File: config.mk
export PLATFORM = sky130hd
export DESIGN_NAME = ascii_axis_command_parser
export DESIGN_NICKNAME = d
export VERILOG_FILES = /design/src/hw/rtl/acp_pkg.sv /design/src/hw/rtl/acp_front.sv /design/src/hw/rtl/acp_fifo.sv /design/src/hw/rtl/acp_back.sv /design/src/hw/rtl/ascii_axis_command_parser.sv
export SDC_FILE = /design/constraint.sdc
export NUM_CORES = 1
export LEC_CHECK = 0
export ABC_AREA = 1
export BUFFER_PORTS_ARGS = -buffer_cell sky130_fd_sc_hd__buf_2
export CORE_MARGIN = 1
export CORE_UTILIZATION = 50
export CTS_CLUSTER_DIAMETER = 40
export DETAILED_ROUTE_END_ITERATION = 12
export HOLD_SLACK_MARGIN = 0.05
export MAX_ROUTING_LAYER = met4
export PLACE_DENSITY = 0.68
export SLEW_MARGIN = 20
export SYNTH_ARGS = -nofsm -noshare
export SYNTH_HDL_FRONTEND = slang
export SYNTH_SLANG_ARGS = --single-unit
export TNS_END_PERCENT = 20
File: constraint.sdc
create_clock -name clk -period 5.94 [get_ports clk]
set_input_delay 0.891 -clock clk [delete_from_list [all_inputs] [get_ports clk]]
set_output_delay 0.891 -clock clk [all_outputs]
set_load 0.02 [all_outputs]
File: src/hw/rtl/acp_pkg.sv
// shared types, character constants and command codes of the ascii command parser
// no dependencies
`default_nettype none

package acp_pkg;

  localparam logic [7:0] CH_ZERO  = 8'd48;
  localparam logic [7:0] CH_COMMA = 8'd44;
  localparam logic [7:0] CH_LF    = 8'd10;
  localparam logic [7:0] CH_CR    = 8'd13;
  localparam logic [7:0] CH_POINT = 8'd46;
  localparam logic [7:0] CH_V     = 8'd86;
  localparam logic [7:0] CH_N     = 8'd78;

  localparam logic [3:0] CMD_UNKNOWN = 4'd0;
  localparam logic [3:0] CMD_N       = 4'd1;
  localparam logic [3:0] CMD_X       = 4'd2;
  localparam logic [3:0] CMD_Y       = 4'd3;
  localparam logic [3:0] CMD_Z       = 4'd4;
  localparam logic [3:0] CMD_W       = 4'd5;
  localparam logic [3:0] CMD_I       = 4'd6;
  localparam logic [3:0] CMD_U       = 4'd7;
  localparam logic [3:0] CMD_P       = 4'd8;
  localparam logic [3:0] CMD_S       = 4'd9;
  localparam logic [3:0] CMD_VX      = 4'd10;
  localparam logic [3:0] CMD_VY      = 4'd11;
  localparam logic [3:0] CMD_VZ      = 4'd12;
  localparam logic [3:0] CMD_VW      = 4'd13;

  localparam logic [3:0] FRAC_COUNT_MAX = 4'd15;

  localparam int FIFO_DEPTH = 4;
  localparam int FIFO_AW    = $clog2(FIFO_DEPTH);

  typedef enum logic [2:0] {
    TK_COMMA,
    TK_LF,
    TK_CR,
    TK_POINT,
    TK_N,
    TK_V,
    TK_CHAR
  } tok_kind_t;

  // digit is (byte - 48) as a signed 9-bit value
  typedef struct packed {
    tok_kind_t   kind;
    logic [3:0]  letter;
    logic [3:0]  axis;
    logic [8:0]  digit;
  } token_t;

  typedef enum logic [1:0] {
    POS_LETTER,
    POS_AFTER_LETTER,
    POS_AFTER_AXIS,
    POS_DIGITS
  } pos_t;

  typedef struct packed {
    logic [3:0]  command;
    logic [31:0] integer_part;
    logic [31:0] fraction_digits_value;
    logic [3:0]  fraction_digit_count;
    logic        has_point;
    logic        line_end;
  } result_t;

  function automatic logic [3:0] letter_code(input logic [7:0] b);
    logic [3:0] c;
    case (b)
      8'h58:   c = CMD_X;
      8'h59:   c = CMD_Y;
      8'h5a:   c = CMD_Z;
      8'h57:   c = CMD_W;
      8'h49:   c = CMD_I;
      8'h55:   c = CMD_U;
      8'h50:   c = CMD_P;
      8'h53:   c = CMD_S;
      default: c = CMD_UNKNOWN;
    endcase
    return c;
  endfunction

  function automatic logic [3:0] axis_code(input logic [7:0] b);
    logic [3:0] c;
    case (b)
      8'h58:   c = CMD_VX;
      8'h59:   c = CMD_VY;
      8'h5a:   c = CMD_VZ;
      8'h57:   c = CMD_VW;
      default: c = CMD_UNKNOWN;
    endcase
    return c;
  endfunction

endpackage

`default_nettype wire

File: src/hw/rtl/acp_front.sv
// front end: accepts received bytes and classifies them into tokens
// depends on acp_pkg
`default_nettype none

module acp_front import acp_pkg::*; (
  input  wire logic       s_axis_tvalid,
  output logic            s_axis_tready,
  input  wire logic [7:0] s_axis_tdata,   // rx_byte
  input  wire logic       queue_full,
  output logic            push,
  output token_t          push_token
);

  assign s_axis_tready = !queue_full;
  assign push          = s_axis_tvalid && !queue_full;

  always_comb begin
    push_token.letter = letter_code(s_axis_tdata);
    push_token.axis   = axis_code(s_axis_tdata);
    push_token.digit  = {1'b0, s_axis_tdata} - {1'b0, CH_ZERO};
    case (s_axis_tdata)
      CH_COMMA: push_token.kind = TK_COMMA;
      CH_LF:    push_token.kind = TK_LF;
      CH_CR:    push_token.kind = TK_CR;
      CH_POINT: push_token.kind = TK_POINT;
      CH_N:     push_token.kind = TK_N;
      CH_V:     push_token.kind = TK_V;
      default:  push_token.kind = TK_CHAR;
    endcase
  end

endmodule

`default_nettype wire

File: src/hw/rtl/acp_fifo.sv
// short token queue between front and back end
// depends on acp_pkg
`default_nettype none

module acp_fifo import acp_pkg::*; (
  input  wire logic   clk,
  input  wire logic   rst,
  input  wire logic   push,
  input  wire token_t push_token,
  output logic        full,
  input  wire logic   pop,
  output logic        valid,
  output token_t      head
);

  token_t             entries [FIFO_DEPTH];
  logic [FIFO_AW-1:0] wr_ptr;
  logic [FIFO_AW-1:0] rd_ptr;
  logic [FIFO_AW:0]   count;

  assign full  = (count == (FIFO_AW+1)'(FIFO_DEPTH));
  assign valid = (count != '0);
  assign head  = entries[rd_ptr];

  always_ff @(posedge clk) begin
    if (push) begin
      entries[wr_ptr] <= push_token;
    end
  end

  always_ff @(posedge clk) begin
    if (rst) begin
      wr_ptr <= '0;
      rd_ptr <= '0;
      count  <= '0;
    end else begin
      if (push) begin
        wr_ptr <= wr_ptr + 1'b1;
      end
      if (pop) begin
        rd_ptr <= rd_ptr + 1'b1;
      end
      case ({push, pop})
        2'b10:   count <= count + 1'b1;
        2'b01:   count <= count - 1'b1;
        default: count <= count;
      endcase
    end
  end

endmodule

`default_nettype wire

File: src/hw/rtl/acp_back.sv
// back end: parameter state, decimal accumulation and the output register
// depends on acp_pkg
`default_nettype none

module acp_back import acp_pkg::*; (
  input  wire logic         clk,
  input  wire logic         rst,
  input  wire logic         tok_valid,
  input  wire token_t       tok,
  output logic              pop,
  output logic              m_axis_tvalid,
  input  wire logic         m_axis_tready,
  output logic [71:0]       m_axis_tdata,
  output logic [3:0]        m_axis_tuser,
  output logic              m_axis_tlast
);

  pos_t        pos, pos_next;
  logic [3:0]  cmd, cmd_next;
  logic [31:0] int_acc, int_acc_next;
  logic [31:0] frac_acc, frac_acc_next;
  logic [3:0]  frac_cnt, frac_cnt_next;
  logic        point_seen, point_seen_next;
  logic        v_pending, v_pending_next;
  logic        emitted, emitted_next;
  logic        active, active_next;

  logic        emit;
  result_t     res;
  result_t     out_reg;
  logic        out_valid;
  logic [31:0] digit_ext;
  logic [31:0] acc_sel;
  logic [31:0] acc_mac;

  assign pop       = tok_valid && (!out_valid || m_axis_tready);
  assign digit_ext = {{23{tok.digit[8]}}, tok.digit};
  assign acc_sel   = point_seen ? frac_acc : int_acc;
  // times ten as two shifts
  assign acc_mac   = {acc_sel[28:0], 3'b000} + {acc_sel[30:0], 1'b0} + digit_ext;

  always_comb begin
    pos_next        = pos;
    cmd_next        = cmd;
    int_acc_next    = int_acc;
    frac_acc_next   = frac_acc;
    frac_cnt_next   = frac_cnt;
    point_seen_next = point_seen;
    v_pending_next  = v_pending;
    emitted_next    = emitted;
    active_next     = active;
    emit            = 1'b0;
    res.command               = cmd;
    res.integer_part          = int_acc;
    res.fraction_digits_value = frac_acc;
    res.fraction_digit_count  = frac_cnt;
    res.has_point             = point_seen;
    res.line_end              = (tok.kind == TK_LF);

    if (tok.kind == TK_COMMA || tok.kind == TK_LF) begin
      emit            = active && !emitted;
      pos_next        = POS_LETTER;
      cmd_next        = CMD_UNKNOWN;
      int_acc_next    = '0;
      frac_acc_next   = '0;
      frac_cnt_next   = '0;
      point_seen_next = 1'b0;
      v_pending_next  = 1'b0;
      emitted_next    = 1'b0;
      active_next     = 1'b0;
    end else if (tok.kind != TK_CR && !emitted) begin
      active_next = 1'b1;
      case (pos)
        POS_LETTER: begin
          pos_next = POS_AFTER_LETTER;
          if (tok.kind == TK_N) begin
            // N answers at once with a zero value
            cmd_next     = CMD_N;
            emitted_next = 1'b1;
            emit         = 1'b1;
            res.command  = CMD_N;
            res.line_end = 1'b0;
          end else if (tok.kind == TK_V) begin
            v_pending_next = 1'b1;
            cmd_next       = CMD_UNKNOWN;
          end else begin
            cmd_next = tok.letter;
          end
        end
        POS_AFTER_LETTER: begin
          if (v_pending) begin
            cmd_next       = tok.axis;
            v_pending_next = 1'b0;
            pos_next       = POS_AFTER_AXIS;
          end else begin
            pos_next = POS_DIGITS;
          end
        end
        POS_AFTER_AXIS: begin
          pos_next = POS_DIGITS;
        end
        default: begin
          if (tok.kind == TK_POINT) begin
            point_seen_next = 1'b1;
          end else if (point_seen) begin
            frac_acc_next = acc_mac;
            if (frac_cnt != FRAC_COUNT_MAX) begin
              frac_cnt_next = frac_cnt + 1'b1;
            end
          end else begin
            int_acc_next = acc_mac;
          end
        end
      endcase
    end
  end

  always_ff @(posedge clk) begin
    if (rst) begin
      pos        <= POS_LETTER;
      cmd        <= CMD_UNKNOWN;
      int_acc    <= '0;
      frac_acc   <= '0;
      frac_cnt   <= '0;
      point_seen <= 1'b0;
      v_pending  <= 1'b0;
      emitted    <= 1'b0;
      active     <= 1'b0;
    end else if (pop) begin
      pos        <= pos_next;
      cmd        <= cmd_next;
      int_acc    <= int_acc_next;
      frac_acc   <= frac_acc_next;
      frac_cnt   <= frac_cnt_next;
      point_seen <= point_seen_next;
      v_pending  <= v_pending_next;
      emitted    <= emitted_next;
      active     <= active_next;
    end
  end

  always_ff @(posedge clk) begin
    if (rst) begin
      out_valid <= 1'b0;
    end else if (pop && emit) begin
      out_valid <= 1'b1;
    end else if (m_axis_tready) begin
      out_valid <= 1'b0;
    end
  end

  always_ff @(posedge clk) begin
    if (pop && emit) begin
      out_reg <= res;
    end
  end

  assign m_axis_tvalid = out_valid;
  assign m_axis_tdata  = {3'b000, out_reg.has_point, out_reg.fraction_digit_count,
                          out_reg.fraction_digits_value, out_reg.integer_part};
  assign m_axis_tuser  = out_reg.command;
  assign m_axis_tlast  = out_reg.line_end;

endmodule

`default_nettype wire

File: src/hw/rtl/ascii_axis_command_parser.sv
// top level of the ascii command parser: front end, token queue, back end
// depends on acp_pkg, acp_front, acp_fifo, acp_back
//
// usage:
//   s_axis carries one received character per request in tdata. lines end in
//   cr lf, parameters are split by commas. m_axis carries one request per
//   finished parameter: command code in tuser, integer and fraction values,
//   fraction digit count and point flag in tdata, tlast set when the
//   parameter closed its line. an n command answers on the letter itself.
//   throughput is one character per cycle while the receiver keeps up: the front end classifies a byte
//   in the accept cycle, the back end retires one token per cycle with its
//   times-ten accumulate unless its output register is held. the closing
//   character passes through the token queue and the output register to m_axis_tvalid.
//   a four-entry token queue sits between the two halves; when the receiver
//   stalls the back end holds its output register and stops retiring, the
//   queue fills and s_axis_tready drops once it is full.
//   rst (synchronous) empties the queue, drops the output request and
//   returns the parser to the start of a parameter.
`default_nettype none

module ascii_axis_command_parser import acp_pkg::*; (
  input  wire logic        clk,
  input  wire logic        rst,
  input  wire logic        s_axis_tvalid,
  output logic             s_axis_tready,
  input  wire logic [7:0]  s_axis_tdata,   // rx_byte
  output logic             m_axis_tvalid,
  input  wire logic        m_axis_tready,
  // integer_part, fraction_digits_value, fraction_digit_count, has_point, zero pad
  output logic [71:0]      m_axis_tdata,
  output logic [3:0]       m_axis_tuser,   // command
  output logic             m_axis_tlast    // line_end
);

  logic   queue_full;
  logic   push;
  token_t push_token;
  logic   pop;
  logic   head_valid;
  token_t head;

  acp_front u_front (
    .s_axis_tvalid (s_axis_tvalid),
    .s_axis_tready (s_axis_tready),
    .s_axis_tdata  (s_axis_tdata),
    .queue_full    (queue_full),
    .push          (push),
    .push_token    (push_token)
  );

  acp_fifo u_fifo (
    .clk        (clk),
    .rst        (rst),
    .push       (push),
    .push_token (push_token),
    .full       (queue_full),
    .pop        (pop),
    .valid      (head_valid),
    .head       (head)
  );

  acp_back u_back (
    .clk           (clk),
    .rst           (rst),
    .tok_valid     (head_valid),
    .tok           (head),
    .pop           (pop),
    .m_axis_tvalid (m_axis_tvalid),
    .m_axis_tready (m_axis_tready),
    .m_axis_tdata  (m_axis_tdata),
    .m_axis_tuser  (m_axis_tuser),
    .m_axis_tlast  (m_axis_tlast)
  );

endmodule

`default_nettype wire

==> flow_summary.yaml <==
status:
  status: "finished clean"
finish:
  diodes: 0
  area_growth_pct: 14.6
  final_util: 0.583
  nets: 1720
  drive_gt1_frac: 0.114
timing:
  fin_crit_ns: 3.85
  slew_viol_final: 0
  max_freq_mhz: 260
  skew_ns: 0.0278
  fin_hold_ws_ns: 0.437
  post-route-period-util: 0.647
  finalHoldViolations: 0
  worst_pin_slew_ns: 0.993
  rsz0062_at_grt: "false"
  fin_ws_ns: 2.09
  slew_headroom: 0.338
  finalSetupViolCount: 0
  fin_tns_setup_ns: 0
routing:
  routed_wl_um: 31700
  final_antenna_net_count: 0
  vias: 10200
  wl_per_cell_um: 15.9
  detail_route.first_pass.iterations: 7
  drc: 0
  drt_iter0_markers: 734
  vias_per_cell: 5.14
die:
  die_x_um: 162
  io_pins: 91
  initial_core_util: 0.508
  row_count: 58
  chipHeight_um: 162
  dieArea_um2: 26200
  core_um2: 25200
synthesis:
  seq_area_frac_synth: 0.499
  synth_cell_types: 42
  synth_seq_cells: 242
  synthCells: 1543
  yosysWarnings: 0
  synth_top_area_share: 0.361
  yosys-top-cells-area: "edfxtp_1 36%, dfxtp_1 14%, nand2_1 13%, inv_1 6.3%, nor2_1 5.5%"
  netlist.top_cell.by_area: "edfxtp_1"
  avgSynthCellArea_um2: 8.30
  synth_ff_type: "edfxtp_1"
  syn_area_um2: 12800
  synth_edf_count: 154
  synthArstFlopShare: 0
cts:
  cts_resized: 0
  cts.sinks: 242
  clk_latency_ns: 0.52
  hold_buffers: 0
  cts_buffers: 34
  clk_path_buf_depth: 3
  postCtsSetupBuffers: 0
  ctsRootBufferMaster: "clkbuf_16"
  htree_levels: 2
  cts_tree: "yes"
  clkSlewWorstSetupHoldPaths_ns: 0.06
setup_path:
  end_kind: "register"
  critPathLaunchType: "register"
  reg2reg_slack_ns: 2.09
  cp-startpoint: "u_back.point_seen$_SDFFE_PP0P_"
  crit_top_cell: "nand2_1"
  crit_chain: "inv_1 -> or2_2 -> o21ai_0 -> fa_1 -> inv_1 -> ha_1 -> nand3_1 -> nand3_1 -> nand2_1 -> nand2_1 -> nand3_1 -> nand2_1 -> nand2_1 -> nand2_1 -> nor2_1 -> nor2_1 -> nor2_1"
  crit_arrival_ns: 4.30
  reg2reg_to: "u_back.frac_acc[16]$_SDFFE_PP0P_"
  slowest_delay_ns: 0.71
  path_class: "register to register"
  reg2reg_depth: 17
  critPathCapture: "u_back.frac_acc[16]$_SDFFE_PP0P_"
  crit_fanout: 22
  crit_slowest_cell: "inv_1"
  r2r_start: "u_back.point_seen$_SDFFE_PP0P_"
  worstPathRequired_ns: 6.39
place:
  dpl.hpwl_um: 22600
  io_buffer_count: 87
  gp_congestion: 0.961
  pre_cts_ws_ns: 2.10
hold_path:
  hold_class: "register to register"
grt:
  antenna_found_initial: 0
  grt_usage: 0.256
  grt_max_degree: 49
  overflow: 0
  grt_pass1_wl_um: 50600
  grt_pass1_vias: 9685
power:
  ir_drop_mv: 0.283
  power.leakage_nw: 6.88
  power.density_nw_per_um2: 528
run:
  cap_violations: 0
==> layer usage <==
metal	routed length [µm]	share of wire	global-route usage	vias to the layer above
met2	15500	0.49	0.433	295
met1	13400	0.42	0.308	4741
met4	1130	0.035	0.0982	0
li1	-	-	-	5139
met3	1740	0.055	0.0403	68
met5	0	0	-	-
==> power by group <==
part           total [mW]  internal [mW]  switching, mW
registers            2.19           2.08          0.108
logic                3.55           1.10           2.45
clock network        2.00           1.20          0.800
total                7.74           4.38           3.36
==> per-stage QoR <==
stage | area [µm²] | cells | power (mW)
5_1_grt | 14700 | 1991 | 8.35
2_1_floorplan | 12800 | 1545 | 4.80
3_3_place_gp | 13500 | 1929 | 5.70
4_1_cts | 14700 | 1991 | 7.78
3_5_place_dp | 13500 | 1929 | 5.75
6_report | 14700 | 1991 | 7.74
==> sequential cells by signal, indices dropped and copies added (netlist names), 3 cells and up, named ones only <==
signal	count
u_back.cmd	4
u_back.frac_acc	32
u_back.frac_cnt	4
u_back.int_acc	32
u_back.m_axis_tdata	69
u_back.m_axis_tuser	4
u_fifo.count	3
u_fifo.entries	80
==> worst max-delay path, delay by kind of cell, from the launching register on <==
family | cells | cell delay (ns)
simple gates | 12 | 1.56
flops | 1 | 0.32
compound gates | 1 | 0.19
fa+ha+maj | 2 | 0.96
buf+inv | 2 | 0.75
==> worst min path at each step <==
| stage | startpoint | endpoint | slack, ns | cells after the start |
|---|---|---|---|---|
| floorplan | u_back.point_seen$_SDFFE_PP0P_ | u_back.m_axis_tdata[68]$_DFFE_PP_ | 0.40 | 0 |
| global route | u_back.frac_acc[31]$_SDFFE_PP0P_ | u_back.m_axis_tdata[63]$_DFFE_PP_ | 0.45 | 0 |
| global placement | u_back.frac_acc[29]$_SDFFE_PP0P_ | u_back.m_axis_tdata[61]$_DFFE_PP_ | 0.42 | 0 |
| finish | u_back.frac_acc[31]$_SDFFE_PP0P_ | u_back.m_axis_tdata[63]$_DFFE_PP_ | 0.44 | 0 |
| CTS | u_back.frac_acc[31]$_SDFFE_PP0P_ | u_back.m_axis_tdata[63]$_DFFE_PP_ | 0.44 | 0 |
| detailed placement | u_back.int_acc[8]$_SDFFE_PP0P_ | u_back.m_axis_tdata[8]$_DFFE_PP_ | 0.42 | 0 |
==> cell families (layout without fill, tap and decap cells) <==
kind of cell,Yosys count,count (layout),synth area share
compound gates,200,200,0.0827
xor+xnor,6,6,0.00411
fa+ha+maj,73,73,0.0878
buf+inv,267,383,0.0839
flops,242,242,0.499
mux,2,2,0.00156
other cells,1,3,0.000293
simple gates,752,752,0.241
==> cells in the mapped netlist (6+ instances only) <==
cell	n
o21ai_0	90
o22ai_1	9
nor2_1	187
edfxtp_1	154
inv_1	214
dfxtp_1	88
buf_4	9
o21ai_1	11
nor3_1	6
clkbuf_1	21
ha_1	45
fa_1	28
a21oi_1	75
nand3_1	70
buf_2	11
nand2_1	446
or2_2	7
nand4_1	11
==> cell usage in the layout, fill, tap and decap left out, types with 16 or more instances in the layout <==
cell       Yosys  layout
ha_1          45      45
nand3_1       70      70
a21oi_1       75      75
clkbuf_16      0      35
buf_4          9      16
inv_1        214     212
fa_1          28      28
o21ai_0       90      90
dfxtp_1       88      87
nand2_1      446     446
edfxtp_1     154     154
nor2_1       187     187
buf_2         11      87
==> area by class of cell <==
| cell class | count | area [µm²] |
|---|---|---|
| tap | 330 | 413 |
| timing repair buffer | 103 | 556 |
| clock buffer | 44 | 940 |
| fill | 2254 | 10500 |
| clock inverter | 18 | 206 |
| multi-input combinational | 1036 | 5350 |
| inverter | 218 | 818 |
| sequential | 242 | 6390 |
(Power assumes the default switching activity.)
